### src/sv/oate_pkg.sv
`default_nettype none
// ----------------------------------------------------------------------------
// oate_pkg: shared types for the ordered array table engine
// Request codes, status codes, datapath micro-operations, controller states
// and the status bundle that the datapath returns to the controller.
// ----------------------------------------------------------------------------
package oate_pkg;

    typedef enum logic [3:0] {
        RT_INSERT       = 4'd0,
        RT_REMOVE_AT    = 4'd1,
        RT_REMOVE_VALUE = 4'd2,
        RT_POP_FRONT    = 4'd3,
        RT_POP_BACK     = 4'd4,
        RT_FIRST_INDEX  = 4'd5,
        RT_LAST_INDEX   = 4'd6,
        RT_REVERSE      = 4'd7,
        RT_SORT_UP      = 4'd8,
        RT_SORT_DOWN    = 4'd9,
        RT_READ         = 4'd10
    } t_req_type;

    typedef enum logic [1:0] {
        ST_OK    = 2'd0,
        ST_RANGE = 2'd1,
        ST_EMPTY = 2'd2,
        ST_FULL  = 2'd3
    } t_status;

    typedef enum logic [5:0] {
        UOP_NONE,
        UOP_LOAD,
        UOP_ST_RANGE,
        UOP_ST_EMPTY,
        UOP_ST_FULL,
        UOP_INS_INIT,
        UOP_INS_RD,
        UOP_INS_WR,
        UOP_INS_PUT,
        UOP_SHD_INIT,
        UOP_SHD_RD,
        UOP_SHD_WR,
        UOP_SHD_END,
        UOP_POPB,
        UOP_FWD_INIT,
        UOP_FWD_RD,
        UOP_FWD_CHK,
        UOP_CMP_INIT,
        UOP_CMP_RD,
        UOP_CMP_WR,
        UOP_CMP_END,
        UOP_BWD_INIT,
        UOP_BWD_RD,
        UOP_BWD_CHK,
        UOP_REV_INIT,
        UOP_REV_RDA,
        UOP_REV_RDB,
        UOP_REV_WRA,
        UOP_REV_WRB,
        UOP_SRT_INIT,
        UOP_SRT_KRD,
        UOP_SRT_KEY,
        UOP_SRT_PRD,
        UOP_SRT_PCHK,
        UOP_SRT_PUT,
        UOP_RD_RD,
        UOP_RD_GET
    } t_uop;

    typedef enum logic [5:0] {
        CS_IDLE,
        CS_DISPATCH,
        CS_INS_LOOP,
        CS_INS_RD,
        CS_INS_WR,
        CS_SHD_LOOP,
        CS_SHD_RD,
        CS_SHD_WR,
        CS_FWD_LOOP,
        CS_FWD_RD,
        CS_FWD_CHK,
        CS_CMP_LOOP,
        CS_CMP_RD,
        CS_CMP_WR,
        CS_BWD_LOOP,
        CS_BWD_RD,
        CS_BWD_CHK,
        CS_REV_LOOP,
        CS_REV_RDA,
        CS_REV_RDB,
        CS_REV_WRA,
        CS_REV_WRB,
        CS_SRT_LOOP,
        CS_SRT_KRD,
        CS_SRT_KEY,
        CS_SRT_INNER,
        CS_SRT_PRD,
        CS_SRT_PCHK,
        CS_SRT_PUT,
        CS_RD_RD,
        CS_RD_GET,
        CS_OUT
    } t_ctl_state;

    typedef struct packed {
        t_req_type req;
        logic      every;
        logic      pos_gt_cnt;
        logic      pos_ge_cnt;
        logic      cnt_zero;
        logic      cnt_full;
        logic      i_gt_pos;
        logic      i_p1_lt_cnt;
        logic      i_lt_cnt;
        logic      i_nz;
        logic      i_lt_half;
        logic      j_nz;
        logic      match;
        logic      move;
    } t_dp_stat;

endpackage
`default_nettype wire

### src/sv/oate_req_if.sv
`default_nettype none
// ----------------------------------------------------------------------------
// oate_req_if: request channel of the ordered array table engine
// Valid/ready handshake carrying one request.
// ----------------------------------------------------------------------------
interface oate_req_if;
    logic               valid;
    logic               ready;
    logic [3:0]         req_type;
    logic [6:0]         position_in;
    logic signed [31:0] item_value;
    logic               remove_every;

    modport source (output valid, req_type, position_in, item_value, remove_every,
                    input ready);
    modport sink   (input valid, req_type, position_in, item_value, remove_every,
                    output ready);
endinterface
`default_nettype wire

### src/sv/oate_rsp_if.sv
`default_nettype none
// ----------------------------------------------------------------------------
// oate_rsp_if: result channel of the ordered array table engine
// Valid/ready handshake carrying one result per request.
// ----------------------------------------------------------------------------
interface oate_rsp_if;
    logic               valid;
    logic               ready;
    logic [1:0]         status;
    logic signed [31:0] read_value;
    logic               found;
    logic [5:0]         found_position;
    logic [6:0]         removed_count;
    logic [6:0]         size_now;

    modport source (output valid, status, read_value, found, found_position,
                    removed_count, size_now, input ready);
    modport sink   (input valid, status, read_value, found, found_position,
                    removed_count, size_now, output ready);
endinterface
`default_nettype wire

### src/sv/oate_datapath.sv
`default_nettype none
// ----------------------------------------------------------------------------
// oate_datapath: element memory, loop indices and result registers
// Executes one micro-operation per cycle as commanded by the controller.
// ----------------------------------------------------------------------------
module oate_datapath #(
    parameter int DEPTH = 64
) (
    input  wire logic               i_clk,
    input  wire logic               i_rst_n,
    input  wire oate_pkg::t_uop     i_uop,
    input  wire logic [3:0]         i_req_type,
    input  wire logic [6:0]         i_position_in,
    input  wire logic signed [31:0] i_item_value,
    input  wire logic               i_remove_every,
    output oate_pkg::t_dp_stat      o_stat,
    output logic [1:0]              o_status,
    output logic signed [31:0]      o_read_value,
    output logic                    o_found,
    output logic [5:0]              o_found_position,
    output logic [6:0]              o_removed_count,
    output logic [6:0]              o_size_now
);
    localparam int CW = $clog2(DEPTH + 1);
    localparam int AW = $clog2(DEPTH);
    localparam int PW = (CW > 7) ? CW : 7;

    logic [31:0]         r_mem [DEPTH];
    logic [31:0]         r_rdata;
    logic [CW-1:0]       r_count, n_count;
    logic [CW-1:0]       r_i, n_i;
    logic [CW-1:0]       r_j, n_j;
    logic [CW-1:0]       r_w, n_w;
    logic [31:0]         r_key, n_key;
    logic [31:0]         r_tmp, n_tmp;
    logic [31:0]         r_val, n_val;
    logic [6:0]          r_pos, n_pos;
    logic                r_every, n_every;
    oate_pkg::t_req_type r_req, n_req;
    oate_pkg::t_status   r_status, n_status;
    logic [31:0]         r_rd, n_rd;
    logic                r_found, n_found;
    logic [CW-1:0]       r_fpos, n_fpos;
    logic [CW-1:0]       r_removed, n_removed;

    logic [PW-1:0]       w_pos_ext;
    logic [PW-1:0]       w_cnt_ext;
    logic [CW-1:0]       w_k;
    logic                w_desc;
    logic [CW-1:0]       w_rd_idx;
    logic                w_we;
    logic [CW-1:0]       w_wr_idx;
    logic [31:0]         w_wdata;

    assign w_pos_ext = PW'(r_pos);
    assign w_cnt_ext = PW'(r_count);
    assign w_k       = r_count - CW'(1) - r_i;
    assign w_desc    = (r_req == oate_pkg::RT_SORT_DOWN);

    always_comb begin
        o_stat.req         = r_req;
        o_stat.every       = r_every;
        o_stat.pos_gt_cnt  = w_pos_ext > w_cnt_ext;
        o_stat.pos_ge_cnt  = w_pos_ext >= w_cnt_ext;
        o_stat.cnt_zero    = r_count == '0;
        o_stat.cnt_full    = r_count >= CW'(DEPTH);
        o_stat.i_gt_pos    = PW'(r_i) > w_pos_ext;
        o_stat.i_p1_lt_cnt = ({1'b0, r_i} + (CW+1)'(1)) < {1'b0, r_count};
        o_stat.i_lt_cnt    = r_i < r_count;
        o_stat.i_nz        = r_i != '0;
        o_stat.i_lt_half   = r_i < (r_count >> 1);
        o_stat.j_nz        = r_j != '0;
        o_stat.match       = r_rdata == r_val;
        o_stat.move        = w_desc ? ($signed(r_rdata) < $signed(r_key))
                                    : ($signed(r_key) < $signed(r_rdata));
    end

    // Read address, write port and register updates per micro-operation.
    always_comb begin
        w_rd_idx  = r_i;
        w_we      = 1'b0;
        w_wr_idx  = r_i;
        w_wdata   = r_rdata;
        n_count   = r_count;
        n_i       = r_i;
        n_j       = r_j;
        n_w       = r_w;
        n_key     = r_key;
        n_tmp     = r_tmp;
        n_val     = r_val;
        n_pos     = r_pos;
        n_every   = r_every;
        n_req     = r_req;
        n_status  = r_status;
        n_rd      = r_rd;
        n_found   = r_found;
        n_fpos    = r_fpos;
        n_removed = r_removed;
        unique case (i_uop) inside
            oate_pkg::UOP_LOAD: begin
                n_req     = oate_pkg::t_req_type'(i_req_type);
                n_pos     = i_position_in;
                n_val     = i_item_value;
                n_every   = i_remove_every;
                n_status  = oate_pkg::ST_OK;
                n_rd      = '0;
                n_found   = 1'b0;
                n_fpos    = '0;
                n_removed = '0;
            end
            oate_pkg::UOP_ST_RANGE: n_status = oate_pkg::ST_RANGE;
            oate_pkg::UOP_ST_EMPTY: n_status = oate_pkg::ST_EMPTY;
            oate_pkg::UOP_ST_FULL:  n_status = oate_pkg::ST_FULL;
            oate_pkg::UOP_INS_INIT: n_i = r_count;
            oate_pkg::UOP_INS_RD:   w_rd_idx = r_i - CW'(1);
            oate_pkg::UOP_INS_WR: begin
                w_we = 1'b1;
                n_i  = r_i - CW'(1);
            end
            oate_pkg::UOP_INS_PUT: begin
                w_we     = 1'b1;
                w_wr_idx = CW'(w_pos_ext);
                w_wdata  = r_val;
                n_count  = r_count + CW'(1);
            end
            oate_pkg::UOP_SHD_INIT:
                n_i = (r_req == oate_pkg::RT_POP_FRONT) ? '0 : CW'(w_pos_ext);
            oate_pkg::UOP_SHD_RD: w_rd_idx = r_i + CW'(1);
            oate_pkg::UOP_SHD_WR: begin
                w_we = 1'b1;
                n_i  = r_i + CW'(1);
            end
            oate_pkg::UOP_SHD_END, oate_pkg::UOP_POPB: begin
                n_count   = r_count - CW'(1);
                n_removed = CW'(1);
            end
            oate_pkg::UOP_FWD_INIT: n_i = '0;
            oate_pkg::UOP_FWD_RD:   w_rd_idx = r_i;
            oate_pkg::UOP_FWD_CHK: begin
                if (r_rdata == r_val) begin
                    if (r_req != oate_pkg::RT_REMOVE_VALUE) begin
                        n_found = 1'b1;
                        n_fpos  = r_i;
                    end
                end else begin
                    n_i = r_i + CW'(1);
                end
            end
            oate_pkg::UOP_CMP_INIT: begin
                n_i = '0;
                n_w = '0;
            end
            oate_pkg::UOP_CMP_RD: w_rd_idx = r_i;
            oate_pkg::UOP_CMP_WR: begin
                n_i = r_i + CW'(1);
                if (r_rdata != r_val) begin
                    w_we     = 1'b1;
                    w_wr_idx = r_w;
                    n_w      = r_w + CW'(1);
                end
            end
            oate_pkg::UOP_CMP_END: begin
                n_removed = r_count - r_w;
                n_count   = r_w;
            end
            oate_pkg::UOP_BWD_INIT: n_i = r_count;
            oate_pkg::UOP_BWD_RD:   w_rd_idx = r_i - CW'(1);
            oate_pkg::UOP_BWD_CHK: begin
                if (r_rdata == r_val) begin
                    n_found = 1'b1;
                    n_fpos  = r_i - CW'(1);
                end else begin
                    n_i = r_i - CW'(1);
                end
            end
            oate_pkg::UOP_REV_INIT: n_i = '0;
            oate_pkg::UOP_REV_RDA:  w_rd_idx = r_i;
            oate_pkg::UOP_REV_RDB: begin
                w_rd_idx = w_k;
                n_tmp    = r_rdata;
            end
            oate_pkg::UOP_REV_WRA: w_we = 1'b1;
            oate_pkg::UOP_REV_WRB: begin
                w_we     = 1'b1;
                w_wr_idx = w_k;
                w_wdata  = r_tmp;
                n_i      = r_i + CW'(1);
            end
            oate_pkg::UOP_SRT_INIT: n_i = CW'(1);
            oate_pkg::UOP_SRT_KRD:  w_rd_idx = r_i;
            oate_pkg::UOP_SRT_KEY: begin
                n_key = r_rdata;
                n_j   = r_i;
            end
            oate_pkg::UOP_SRT_PRD: w_rd_idx = r_j - CW'(1);
            oate_pkg::UOP_SRT_PCHK: begin
                if (o_stat.move) begin
                    w_we     = 1'b1;
                    w_wr_idx = r_j;
                    n_j      = r_j - CW'(1);
                end
            end
            oate_pkg::UOP_SRT_PUT: begin
                w_we     = 1'b1;
                w_wr_idx = r_j;
                w_wdata  = r_key;
                n_i      = r_i + CW'(1);
            end
            oate_pkg::UOP_RD_RD:  w_rd_idx = CW'(w_pos_ext);
            oate_pkg::UOP_RD_GET: n_rd = r_rdata;
            default: ;
        endcase
    end

    always_ff @(posedge i_clk) begin
        if (w_we) begin
            r_mem[w_wr_idx[AW-1:0]] <= w_wdata;
        end
        r_rdata <= r_mem[w_rd_idx[AW-1:0]];
    end

    always_ff @(posedge i_clk) begin
        if (!i_rst_n) begin
            r_count <= '0;
            r_req   <= oate_pkg::RT_INSERT;
        end else begin
            r_count <= n_count;
            r_req   <= n_req;
        end
    end

    always_ff @(posedge i_clk) begin
        r_i       <= n_i;
        r_j       <= n_j;
        r_w       <= n_w;
        r_key     <= n_key;
        r_tmp     <= n_tmp;
        r_val     <= n_val;
        r_pos     <= n_pos;
        r_every   <= n_every;
        r_status  <= n_status;
        r_rd      <= n_rd;
        r_found   <= n_found;
        r_fpos    <= n_fpos;
        r_removed <= n_removed;
    end

    assign o_status         = r_status;
    assign o_read_value     = r_rd;
    assign o_found          = r_found;
    assign o_found_position = 6'(r_fpos);
    assign o_removed_count  = 7'(r_removed);
    assign o_size_now       = 7'(r_count);

endmodule
`default_nettype wire

### src/sv/oate_controller.sv
`default_nettype none
// ----------------------------------------------------------------------------
// oate_controller: request sequencer of the ordered array table engine
// Walks each request through its loop of datapath micro-operations.
// ----------------------------------------------------------------------------
module oate_controller (
    input  wire logic               i_clk,
    input  wire logic               i_rst_n,
    input  wire logic               i_req_valid,
    output logic                    o_req_ready,
    output logic                    o_rsp_valid,
    input  wire logic               i_rsp_ready,
    input  wire oate_pkg::t_dp_stat i_stat,
    output oate_pkg::t_uop          o_uop
);
    oate_pkg::t_ctl_state r_state, n_state;

    always_ff @(posedge i_clk) begin
        if (!i_rst_n) begin
            r_state <= oate_pkg::CS_IDLE;
        end else begin
            r_state <= n_state;
        end
    end

    always_comb begin
        n_state     = r_state;
        o_uop       = oate_pkg::UOP_NONE;
        o_req_ready = 1'b0;
        o_rsp_valid = 1'b0;
        unique case (r_state)
            oate_pkg::CS_IDLE: begin
                o_req_ready = 1'b1;
                if (i_req_valid) begin
                    o_uop   = oate_pkg::UOP_LOAD;
                    n_state = oate_pkg::CS_DISPATCH;
                end
            end
            oate_pkg::CS_DISPATCH: begin
                n_state = oate_pkg::CS_OUT;
                unique case (i_stat.req) inside
                    oate_pkg::RT_INSERT: begin
                        if (i_stat.pos_gt_cnt) begin
                            o_uop = oate_pkg::UOP_ST_RANGE;
                        end else if (i_stat.cnt_full) begin
                            o_uop = oate_pkg::UOP_ST_FULL;
                        end else begin
                            o_uop   = oate_pkg::UOP_INS_INIT;
                            n_state = oate_pkg::CS_INS_LOOP;
                        end
                    end
                    oate_pkg::RT_REMOVE_AT: begin
                        if (i_stat.pos_ge_cnt) begin
                            o_uop = oate_pkg::UOP_ST_RANGE;
                        end else begin
                            o_uop   = oate_pkg::UOP_SHD_INIT;
                            n_state = oate_pkg::CS_SHD_LOOP;
                        end
                    end
                    oate_pkg::RT_REMOVE_VALUE: begin
                        if (i_stat.every) begin
                            o_uop   = oate_pkg::UOP_CMP_INIT;
                            n_state = oate_pkg::CS_CMP_LOOP;
                        end else begin
                            o_uop   = oate_pkg::UOP_FWD_INIT;
                            n_state = oate_pkg::CS_FWD_LOOP;
                        end
                    end
                    oate_pkg::RT_POP_FRONT: begin
                        if (i_stat.cnt_zero) begin
                            o_uop = oate_pkg::UOP_ST_EMPTY;
                        end else begin
                            o_uop   = oate_pkg::UOP_SHD_INIT;
                            n_state = oate_pkg::CS_SHD_LOOP;
                        end
                    end
                    oate_pkg::RT_POP_BACK: begin
                        o_uop = i_stat.cnt_zero ? oate_pkg::UOP_ST_EMPTY
                                                : oate_pkg::UOP_POPB;
                    end
                    oate_pkg::RT_FIRST_INDEX: begin
                        o_uop   = oate_pkg::UOP_FWD_INIT;
                        n_state = oate_pkg::CS_FWD_LOOP;
                    end
                    oate_pkg::RT_LAST_INDEX: begin
                        o_uop   = oate_pkg::UOP_BWD_INIT;
                        n_state = oate_pkg::CS_BWD_LOOP;
                    end
                    oate_pkg::RT_REVERSE: begin
                        o_uop   = oate_pkg::UOP_REV_INIT;
                        n_state = oate_pkg::CS_REV_LOOP;
                    end
                    oate_pkg::RT_SORT_UP, oate_pkg::RT_SORT_DOWN: begin
                        o_uop   = oate_pkg::UOP_SRT_INIT;
                        n_state = oate_pkg::CS_SRT_LOOP;
                    end
                    oate_pkg::RT_READ: begin
                        if (i_stat.pos_ge_cnt) begin
                            o_uop = oate_pkg::UOP_ST_RANGE;
                        end else begin
                            n_state = oate_pkg::CS_RD_RD;
                        end
                    end
                    default: ;
                endcase
            end
            oate_pkg::CS_INS_LOOP: begin
                if (i_stat.i_gt_pos) begin
                    n_state = oate_pkg::CS_INS_RD;
                end else begin
                    o_uop   = oate_pkg::UOP_INS_PUT;
                    n_state = oate_pkg::CS_OUT;
                end
            end
            oate_pkg::CS_INS_RD: begin
                o_uop   = oate_pkg::UOP_INS_RD;
                n_state = oate_pkg::CS_INS_WR;
            end
            oate_pkg::CS_INS_WR: begin
                o_uop   = oate_pkg::UOP_INS_WR;
                n_state = oate_pkg::CS_INS_LOOP;
            end
            oate_pkg::CS_SHD_LOOP: begin
                if (i_stat.i_p1_lt_cnt) begin
                    n_state = oate_pkg::CS_SHD_RD;
                end else begin
                    o_uop   = oate_pkg::UOP_SHD_END;
                    n_state = oate_pkg::CS_OUT;
                end
            end
            oate_pkg::CS_SHD_RD: begin
                o_uop   = oate_pkg::UOP_SHD_RD;
                n_state = oate_pkg::CS_SHD_WR;
            end
            oate_pkg::CS_SHD_WR: begin
                o_uop   = oate_pkg::UOP_SHD_WR;
                n_state = oate_pkg::CS_SHD_LOOP;
            end
            oate_pkg::CS_FWD_LOOP: begin
                n_state = i_stat.i_lt_cnt ? oate_pkg::CS_FWD_RD : oate_pkg::CS_OUT;
            end
            oate_pkg::CS_FWD_RD: begin
                o_uop   = oate_pkg::UOP_FWD_RD;
                n_state = oate_pkg::CS_FWD_CHK;
            end
            oate_pkg::CS_FWD_CHK: begin
                o_uop = oate_pkg::UOP_FWD_CHK;
                if (!i_stat.match) begin
                    n_state = oate_pkg::CS_FWD_LOOP;
                end else if (i_stat.req == oate_pkg::RT_REMOVE_VALUE) begin
                    n_state = oate_pkg::CS_SHD_LOOP;
                end else begin
                    n_state = oate_pkg::CS_OUT;
                end
            end
            oate_pkg::CS_CMP_LOOP: begin
                if (i_stat.i_lt_cnt) begin
                    n_state = oate_pkg::CS_CMP_RD;
                end else begin
                    o_uop   = oate_pkg::UOP_CMP_END;
                    n_state = oate_pkg::CS_OUT;
                end
            end
            oate_pkg::CS_CMP_RD: begin
                o_uop   = oate_pkg::UOP_CMP_RD;
                n_state = oate_pkg::CS_CMP_WR;
            end
            oate_pkg::CS_CMP_WR: begin
                o_uop   = oate_pkg::UOP_CMP_WR;
                n_state = oate_pkg::CS_CMP_LOOP;
            end
            oate_pkg::CS_BWD_LOOP: begin
                n_state = i_stat.i_nz ? oate_pkg::CS_BWD_RD : oate_pkg::CS_OUT;
            end
            oate_pkg::CS_BWD_RD: begin
                o_uop   = oate_pkg::UOP_BWD_RD;
                n_state = oate_pkg::CS_BWD_CHK;
            end
            oate_pkg::CS_BWD_CHK: begin
                o_uop   = oate_pkg::UOP_BWD_CHK;
                n_state = i_stat.match ? oate_pkg::CS_OUT : oate_pkg::CS_BWD_LOOP;
            end
            oate_pkg::CS_REV_LOOP: begin
                n_state = i_stat.i_lt_half ? oate_pkg::CS_REV_RDA : oate_pkg::CS_OUT;
            end
            oate_pkg::CS_REV_RDA: begin
                o_uop   = oate_pkg::UOP_REV_RDA;
                n_state = oate_pkg::CS_REV_RDB;
            end
            oate_pkg::CS_REV_RDB: begin
                o_uop   = oate_pkg::UOP_REV_RDB;
                n_state = oate_pkg::CS_REV_WRA;
            end
            oate_pkg::CS_REV_WRA: begin
                o_uop   = oate_pkg::UOP_REV_WRA;
                n_state = oate_pkg::CS_REV_WRB;
            end
            oate_pkg::CS_REV_WRB: begin
                o_uop   = oate_pkg::UOP_REV_WRB;
                n_state = oate_pkg::CS_REV_LOOP;
            end
            oate_pkg::CS_SRT_LOOP: begin
                n_state = i_stat.i_lt_cnt ? oate_pkg::CS_SRT_KRD : oate_pkg::CS_OUT;
            end
            oate_pkg::CS_SRT_KRD: begin
                o_uop   = oate_pkg::UOP_SRT_KRD;
                n_state = oate_pkg::CS_SRT_KEY;
            end
            oate_pkg::CS_SRT_KEY: begin
                o_uop   = oate_pkg::UOP_SRT_KEY;
                n_state = oate_pkg::CS_SRT_INNER;
            end
            oate_pkg::CS_SRT_INNER: begin
                n_state = i_stat.j_nz ? oate_pkg::CS_SRT_PRD : oate_pkg::CS_SRT_PUT;
            end
            oate_pkg::CS_SRT_PRD: begin
                o_uop   = oate_pkg::UOP_SRT_PRD;
                n_state = oate_pkg::CS_SRT_PCHK;
            end
            oate_pkg::CS_SRT_PCHK: begin
                o_uop   = oate_pkg::UOP_SRT_PCHK;
                n_state = i_stat.move ? oate_pkg::CS_SRT_INNER : oate_pkg::CS_SRT_PUT;
            end
            oate_pkg::CS_SRT_PUT: begin
                o_uop   = oate_pkg::UOP_SRT_PUT;
                n_state = oate_pkg::CS_SRT_LOOP;
            end
            oate_pkg::CS_RD_RD: begin
                o_uop   = oate_pkg::UOP_RD_RD;
                n_state = oate_pkg::CS_RD_GET;
            end
            oate_pkg::CS_RD_GET: begin
                o_uop   = oate_pkg::UOP_RD_GET;
                n_state = oate_pkg::CS_OUT;
            end
            oate_pkg::CS_OUT: begin
                o_rsp_valid = 1'b1;
                if (i_rsp_ready) begin
                    n_state = oate_pkg::CS_IDLE;
                end
            end
            default: n_state = oate_pkg::CS_IDLE;
        endcase
    end

endmodule
`default_nettype wire

### src/sv/ordered_array_table_engine.sv
`default_nettype none
// ----------------------------------------------------------------------------
// ordered_array_table_engine: packed array of signed words with list operations
// Insert, remove, search, reverse, sort and read on a fixed-capacity array,
// one result per request.
// ----------------------------------------------------------------------------
//  Channel  | Direction | Handshake   | Payload
//  ---------+-----------+-------------+-------------------------------------------
//  i_req    | in        | valid/ready | req_type, position_in, item_value,
//           |           |             | remove_every
//  o_rsp    | out       | valid/ready | status, read_value, found, found_position,
//           |           |             | removed_count, size_now
//
// One request is handled at a time. The loops of each request step through
// the element memory with one read and one write per cycle and registered
// read data. The sort is an insertion sort over that memory, which has one
// read port and one write port. Reset clears the element count and the
// controller; the memory itself is not cleared, as only entries below the
// count are read.
// The result is held until the consumer takes it, and no new request is
// accepted before that.
// ----------------------------------------------------------------------------
module ordered_array_table_engine #(
    parameter int DEPTH = 64
) (
    input  wire logic  i_clk,
    input  wire logic  i_rst_n,
    oate_req_if.sink   i_req,
    oate_rsp_if.source o_rsp
);
    oate_pkg::t_uop     w_uop;
    oate_pkg::t_dp_stat w_stat;

    // The controller sequences each request as a string of micro-operations.
    oate_controller u_ctl (
        .i_clk       (i_clk),
        .i_rst_n     (i_rst_n),
        .i_req_valid (i_req.valid),
        .o_req_ready (i_req.ready),
        .o_rsp_valid (o_rsp.valid),
        .i_rsp_ready (o_rsp.ready),
        .i_stat      (w_stat),
        .o_uop       (w_uop)
    );

    // The datapath holds the elements, the count, the loop indices and the
    // result fields, which stay stable while the result waits.
    oate_datapath #(
        .DEPTH (DEPTH)
    ) u_dp (
        .i_clk            (i_clk),
        .i_rst_n          (i_rst_n),
        .i_uop            (w_uop),
        .i_req_type       (i_req.req_type),
        .i_position_in    (i_req.position_in),
        .i_item_value     (i_req.item_value),
        .i_remove_every   (i_req.remove_every),
        .o_stat           (w_stat),
        .o_status         (o_rsp.status),
        .o_read_value     (o_rsp.read_value),
        .o_found          (o_rsp.found),
        .o_found_position (o_rsp.found_position),
        .o_removed_count  (o_rsp.removed_count),
        .o_size_now       (o_rsp.size_now)
    );

`ifndef SYNTHESIS
    // A request is never taken while a result is still on offer.
    a_one_at_a_time : assert property (@(posedge i_clk) disable iff (!i_rst_n)
        i_req.ready |-> !o_rsp.valid)
        else $error("request accepted while a result is pending");

    // A failed request removes nothing.
    a_fail_no_remove : assert property (@(posedge i_clk) disable iff (!i_rst_n)
        (o_rsp.valid && o_rsp.status != oate_pkg::ST_OK) |-> o_rsp.removed_count == 7'd0)
        else $error("elements removed by a failed request");

    // A reported match lies inside the array.
    a_found_in_range : assert property (@(posedge i_clk) disable iff (!i_rst_n)
        (o_rsp.valid && o_rsp.found) |-> {1'b0, o_rsp.found_position} < o_rsp.size_now)
        else $error("match position beyond the element count");

    // Without a match the position reads as zero.
    a_no_match_zero : assert property (@(posedge i_clk) disable iff (!i_rst_n)
        (o_rsp.valid && !o_rsp.found) |-> o_rsp.found_position == 6'd0)
        else $error("position reported without a match");
`endif

endmodule
`default_nettype wire

### src/flat_wrapper.sv
// flat-port wrapper written by rule: the top's interface ports become plain ports
module ordered_array_table_engine_flat 
#(
    parameter int DEPTH = 64
)
  (i_clk, i_rst_n, i_req_valid, i_req_req_type, i_req_position_in, i_req_item_value, i_req_remove_every, i_req_ready, o_rsp_valid, o_rsp_status, o_rsp_read_value, o_rsp_found, o_rsp_found_position, o_rsp_removed_count, o_rsp_size_now, o_rsp_ready);
  oate_req_if i_req_i ();
  oate_rsp_if o_rsp_i ();
  input  wire logic i_clk;
  input  wire logic i_rst_n;
  input wire logic [$bits(i_req_i.valid)-1:0] i_req_valid;
  input wire logic [$bits(i_req_i.req_type)-1:0] i_req_req_type;
  input wire logic [$bits(i_req_i.position_in)-1:0] i_req_position_in;
  input wire logic [$bits(i_req_i.item_value)-1:0] i_req_item_value;
  input wire logic [$bits(i_req_i.remove_every)-1:0] i_req_remove_every;
  output wire logic [$bits(i_req_i.ready)-1:0] i_req_ready;
  output wire logic [$bits(o_rsp_i.valid)-1:0] o_rsp_valid;
  output wire logic [$bits(o_rsp_i.status)-1:0] o_rsp_status;
  output wire logic [$bits(o_rsp_i.read_value)-1:0] o_rsp_read_value;
  output wire logic [$bits(o_rsp_i.found)-1:0] o_rsp_found;
  output wire logic [$bits(o_rsp_i.found_position)-1:0] o_rsp_found_position;
  output wire logic [$bits(o_rsp_i.removed_count)-1:0] o_rsp_removed_count;
  output wire logic [$bits(o_rsp_i.size_now)-1:0] o_rsp_size_now;
  input wire logic [$bits(o_rsp_i.ready)-1:0] o_rsp_ready;
  assign i_req_i.valid = i_req_valid;
  assign i_req_i.req_type = i_req_req_type;
  assign i_req_i.position_in = i_req_position_in;
  assign i_req_i.item_value = i_req_item_value;
  assign i_req_i.remove_every = i_req_remove_every;
  assign i_req_ready = i_req_i.ready;
  assign o_rsp_valid = o_rsp_i.valid;
  assign o_rsp_status = o_rsp_i.status;
  assign o_rsp_read_value = o_rsp_i.read_value;
  assign o_rsp_found = o_rsp_i.found;
  assign o_rsp_found_position = o_rsp_i.found_position;
  assign o_rsp_removed_count = o_rsp_i.removed_count;
  assign o_rsp_size_now = o_rsp_i.size_now;
  assign o_rsp_i.ready = o_rsp_ready;
  ordered_array_table_engine #(.DEPTH(DEPTH)) u_core (.i_clk(i_clk), .i_rst_n(i_rst_n), .i_req(i_req_i), .o_rsp(o_rsp_i));
endmodule
### config.mk
export PLATFORM = sky130hd
export DESIGN_NAME = ordered_array_table_engine_flat
export DESIGN_NICKNAME = d
export VERILOG_FILES = /design/src/sv/oate_pkg.sv /design/src/sv/oate_req_if.sv /design/src/sv/oate_rsp_if.sv /design/src/sv/oate_datapath.sv /design/src/sv/oate_controller.sv /design/src/sv/ordered_array_table_engine.sv /design/src/flat_wrapper.sv
export SDC_FILE = /design/constraint.sdc
export NUM_CORES = 2
export LEC_CHECK = 0
export BUFFER_PORTS_ARGS = -buffer_cell sky130_fd_sc_hd__clkbuf_2
export CAP_MARGIN = 20
export CORE_UTILIZATION = 30
export CTS_BUF_LIST = sky130_fd_sc_hd__clkbuf_2 sky130_fd_sc_hd__clkbuf_4 sky130_fd_sc_hd__clkbuf_8
export DETAILED_ROUTE_END_ITERATION = 10
export GPL_ROUTABILITY_DRIVEN = 0
export HOLD_SLACK_MARGIN = 0.03
export PLACE_DENSITY = 0.41
export SYNTH_ARGS = -nofsm -noshare
export SYNTH_HDL_FRONTEND = slang
export SYNTH_HIERARCHICAL = 1
export SYNTH_SLANG_ARGS = --single-unit
export TNS_END_PERCENT = 1
### constraint.sdc
create_clock -name i_clk -period 18.2 [get_ports i_clk]
set_clock_uncertainty 0.15 [all_clocks]
set_input_delay 2.73 -clock i_clk [delete_from_list [all_inputs] [get_ports i_clk]]
set_output_delay 2.73 -clock i_clk [all_outputs]
set_load 0.01 [all_outputs]
## After elaboration in Yosys (flattened, before gate mapping)

Memory sizes are Yosys's and may differ from the RTL's. A register that Yosys moved wholly into a read port is not among the register bits.
Index checks and enable logic that the tools add are counted.

| word-level totals | value |
|---|---|
| memories kept | 1 |
| memory bits (writable) | 2048 |
| bits in registers | 190 |
| word-level logic and storage cells | 213 |
| input bits | 48 |

Memory list:

| memory | words | bits a word | read ports | clocked after Yosys merged registers in | write ports | RTL line | RTL |
|---|---|---|---|---|---|---|---|
| u_core.u_dp.r_mem | 64 | 32 | 1 | 1 | 1 | oate_datapath.sv:28 | `logic [31:0] r_mem [DEPTH];` |

| cells by class | value |
|---|---|
| muxes and demuxes | 68 |
| reduce and logical (&&, ||, !) cells | 25 |
| equality and inequality tests | 85 |
| add/subtract/negate cells | 9 |
| magnitude comparators | 9 |

Operators with widths:

| kind | number |
|---|---|
| $pmux 6 s32 | 1 |
| $eq 6x5->1 const B | 29 |
| $pmux 6 s26 | 1 |
| $pmux 32 s3 | 1 |
| $eq 6x4->1 const B | 15 |
| $mux 5 | 14 |
| $lt 32x32->1 | 2 |
| $pmux 32 s2 | 1 |
| $pmux 6 s5 | 2 |
| $pmux 7 s8 | 1 |
| $pmux 5 s10 | 1 |
| $eq 6x3->1 const B | 8 |
| $pmux 5 s9 | 1 |
| $mux 6 | 7 |
| $pmux 7 s3 | 2 |
| $mux 7 | 5 |
| $eq 32x32->1 | 1 |
| $ne 32x32->1 | 1 |
| $eq 6x6->1 const B | 5 |
| $mux 4 | 7 |
| $pmux 7 s2 | 2 |
| $eq 6x2->1 const B | 4 |
| $add 7x1->7 const B | 3 |
| $sub 7x1->7 const B | 3 |
| 38 further kinds | 79 |

## Logic depth before layout (Yosys ltp)

| logic depth | value |
|---|---|
| depth after elaboration | 10 |
| mapped depth | 32 |

## Cells and area by module

Netlist, hierarchy kept.

By module, submodules not included:

| module | instances | seq. area each (um^2) | area an instance (um^2) | cells an instance |
|---|---|---|---|---|
| oate_datapath | 1 | 67554.8 | 90852.1 | 5812 |
| oate_controller | 1 | 100.1 | 1594.0 | 251 |

## Worst setup path before layout

Ideal clock, no wire load.

| path | value |
|---|---|
| path kind | input to register |
| start point | input port i_req_valid |
| end point | memory u_core.u_dp.r_mem[34][0] (enable) |
| arrival time | 7.503 ns |
| setup slack | 10.086 ns |
| stages | 14 |
| cells stage by stage | o21ai_0 a21oi_1 a221o_1 buf_2 or2_2 clkbuf_1 nor3_1 a221oi_1 o221ai_1 nor2_1 a211oi_2 nand2_1 clkbuf_1 nor3_1 |

| on the way | value |
|---|---|
| longest elaborated chain between the ends | 7 |
| elaborated cells between the ends (all ways) | 15 |

Ends and longest elaborated chain:

| element | RTL line | RTL |
|---|---|---|
| from (decl) | flat_wrapper.sv:11 | `input wire logic [$bits(i_req_i.valid)-1:0] i_req_valid;` |
| $mux 1 (*) | oate_controller.sv:34 | `if (i_req_valid) begin` |
| $pmux 6 s26 (*) | oate_controller.sv:31 | `unique case (r_state)` |
| net u_core.w_uop[0] | ordered_array_table_engine.sv:31 | `oate_pkg::t_uop w_uop;` |
| $eq 6x3->1 (no line) (tied with other cells) | n/a |  |
| $reduce_or 6->1 (no line) | n/a |  |
| $pmux 1 s3 | oate_datapath.sv:99 | `unique case (i_uop) inside` |
| $mux 1 | oate_datapath.sv:216 | `if (w_we) begin` |
| $mux 1 (not written as such) | oate_datapath.sv:217 | `r_mem[w_wr_idx[AW-1:0]] <= w_wdata;` |
| to (decl) | oate_datapath.sv:28 |  |

Mark *: on every way through the listed nets, which the timed path passes. The rest lies on a longest branch.

==> flow_metrics.env <==
export IMPL_p_total_uw=22400
export IMPL_drive_above_1_share_pct=19.6
export IMPL_hp_class="flop to flop"
export IMPL_cts_tree="built"
export IMPL_cp_top_family="compound AO/OA/AOI/OAI gates"
export IMPL_synth_nets=6196
export IMPL_cp_end_kind="flop"
export IMPL_p_per_area_mw_per_mm2=210
export IMPL_ys_ff_latch=2269
export IMPL_viasPerCell=5.28
export IMPL_cp_num_buf_inv=4
export IMPL_peakVddDrop_mv=0.169
export IMPL_start_kind="flop"
export IMPL_path_class="flop to flop"
export IMPL_routed_wl_um=330000
export IMPL_crit_path_max_fanout=36
export IMPL_grt_usage_pct=20.9
export IMPL_required_ps=18940
export IMPL_synthCells=6063
export IMPL_dieArea_mm2=0.310
export IMPL_clock_sinks=2269
export IMPL_route_detailed_drc=0
export IMPL_ys_flop_type="edfxtp_1"
export IMPL_avgRoutedWirePerCell_um=30.5
export IMPL_cap_viol_max_count=0
export IMPL_grt_pass1_vias=55759
export IMPL_clk_latency_ps=1030
export IMPL_rows=203
export IMPL_syn_area_mm2=0.0924
export IMPL_ys_types=96
export IMPL_synth_edf_count=2221
export IMPL_grt_overflow=0
export IMPL_layout_min_cycle_time_ps=10040
export IMPL_clkTransAtPathRegs_ps=60
export IMPL_drtIter0Drc=6837
export IMPL_syn_area_per_cell_um2=15.2
export IMPL_syn_to_final_growth_pct=14.9
export IMPL_worst_path_max_delay_cell="a21oi_1"
export IMPL_cts_buffers=396
export IMPL_cts_htree_levels=5
export IMPL_fin_crit_sh_pct=55.2
export IMPL_nets=6532
export IMPL_clock_path_buffers=4
export IMPL_pin_count=105
export IMPL_num_vias=57077
export IMPL_rsz0062_at_grt="no"
export IMPL_post_cts_buffers=0
export IMPL_worstMarginPinSlew_ps=1210
export IMPL_ctsRootBufferMaster="clkbuf_8"
export IMPL_die_w_um=557
export IMPL_status="completed"
export IMPL_slew_limit_headroom_pct=19.2
export IMPL_initial_core_util_pct=30.2
export IMPL_finalHoldViolCount=0
export IMPL_fmax_mhz=99.6
export IMPL_yosysWarnings=6
export IMPL_crit_arrival_ps=10780
export IMPL_max_stage_delay_ps=1020
export IMPL_ys_async_sr_fraction_pct=0
export IMPL_maxSlewViolCount=0
export IMPL_grt_max_degree=116
export IMPL_post_cts_resized=0
export IMPL_antenna_found_initial=34
export IMPL_coreArea_mm2=0.306
export IMPL_yosysSeqAreaShare_pct=73.2
export IMPL_setup_violations=0
export IMPL_setup_tns_ps=0
export IMPL_die_y_um=557
export IMPL_ant_nets=0
export IMPL_p_leak_uw=0.0350
export IMPL_rrSetupSlack_ps=8160
export IMPL_portBuffers=104
export IMPL_firstDrtPassIters=6
export IMPL_grt_pass1_wl_um=455000
export IMPL_dpl_hpwl_um=183000
export IMPL_post_cts_hold_buffer_count=0
## metrics by stage
stage / hold WS [ps] / cells / utilization, % / instance area (µm²) / worst slack (ps)
2_1_floorplan: 312 / 6063 / - / 92400 / 10090
3_3_place_gp: 375 / 10096 / 32.2 / 98600 / 8120
3_5_place_dp: 376 / 10101 / 32.2 / 98600 / 8190
4_1_cts: 385 / 10801 / 34.7 / 106000 / 8140
5_1_grt: 403 / 10805 / 34.7 / 106000 / 7620
6_report: 391 / 10813 / 34.7 / 106000 / 8160
## worst paths after layout
kind                                    from                              end  depth (start not counted)
max reg2reg     u_core/u_dp/r_i[0]$_DFFE_PP_   u_core/u_dp/r_rdata[6]$_DFF_P_                         26
min reg2reg  u_core/u_dp/r_rdata[26]$_DFF_P_  u_core/u_dp/r_tmp[26]$_DFFE_PP_                          0
max             u_core/u_dp/r_i[0]$_DFFE_PP_   u_core/u_dp/r_rdata[6]$_DFF_P_                         26
min          u_core/u_dp/r_rdata[26]$_DFF_P_  u_core/u_dp/r_tmp[26]$_DFFE_PP_                          0
## cell usage after synthesis (all sizes together), types with 27 or more instances
library cell,count,area share (%)
o21ai,91,0.49
clkbuf,200,0.81
nand2,1176,4.8
a22oi,124,1.0
a21oi,159,0.86
dfxtp,48,1.0
a31oi,131,0.89
ha,83,1.1
and3,105,0.71
edfxtp,2221,72
nor3,62,0.34
buf,170,1.1
or4,27,0.22
a222oi,39,0.42
a32oi,92,0.87
nand3,406,2.2
inv,89,0.36
nor2,179,0.74
mux4,254,6.2
xnor2,58,0.55
## state kept, by name, indices dropped and copies added (netlist names), 32 cells and up
name                      count
u_core/u_dp/r_rdata          32
u_core/u_dp/r_mem          2048
u_core/u_dp/r_tmp            32
u_core/u_dp/r_val            32
u_core/u_dp/o_read_value     32
u_core/u_dp/r_key            32
## where the power goes
group | internal (µW) | leakage [µW] | switching, µW
registers | 7250 | 0.0205 | 354
logic | 2790 | 0.0105 | 7370
clock network | 2450 | 0.00400 | 2140
total | 12500 | 0.0350 | 9860
## logic make-up after synthesis
group                      synth area share [%]
AOI/OAI and AO/OA                          6.18
xor gates and xnor gates                  0.659
adders and majority gates                  1.17
buffers and inverters                      2.32
DFF                                        73.2
muxes                                      6.42
and+or+nand+nor                            10.1
## final cells by class
cell class / instances / area (µm²)
Sequential cell: 2269 / 67700
Timing Repair Buffer: 308 / 2200
Clock inverter: 156 / 890
Clock buffer: 544 / 6680
Antenna cell: 12 / 30.0
Inverter: 91 / 342
Fill cell: 29490 / 200000
Tap cell: 4100 / 5130
Multi-Input combinational cell: 3333 / 23300
## cells in the final DEF, fill, tap and decap left out, drive strengths merged, types with 9 or more instances in the layout
cell type / n
or4: 27
edfxtp: 2221
clkinvlp: 9
nand4: 25
nand3: 406
inv: 95
and2: 16
a32o: 12
nand4b: 10
a21oi: 159
nor2: 179
nor2b: 17
a32oi: 92
nor3: 62
nor4: 13
a22oi: 124
mux2i: 14
ha: 83
o211ai: 14
a21o: 17
a221oi: 10
a31oi: 131
and3: 105
dfxtp: 48
xor2: 9
nand2: 1176
clkbuf: 648
a222oi: 39
buf: 204
o22ai: 17
clkinv: 137
diode: 12
mux4: 254
a211oi: 13
a21boi: 12
xnor2: 58
a22o: 11
nand2b: 23
o21ai: 91
## per-layer routing
metal / up-vias / GRT usage [%] / wire length, µm
met5: - / 0 / 0
met4: 0 / 4.75 / 6680
met3: 403 / 3.03 / 22100
met2: 2238 / 32.6 / 151000
met1: 30226 / 30.5 / 150000
li1: 24210 / - / -
No activity file was read; power rests on OpenSTA's default activity.
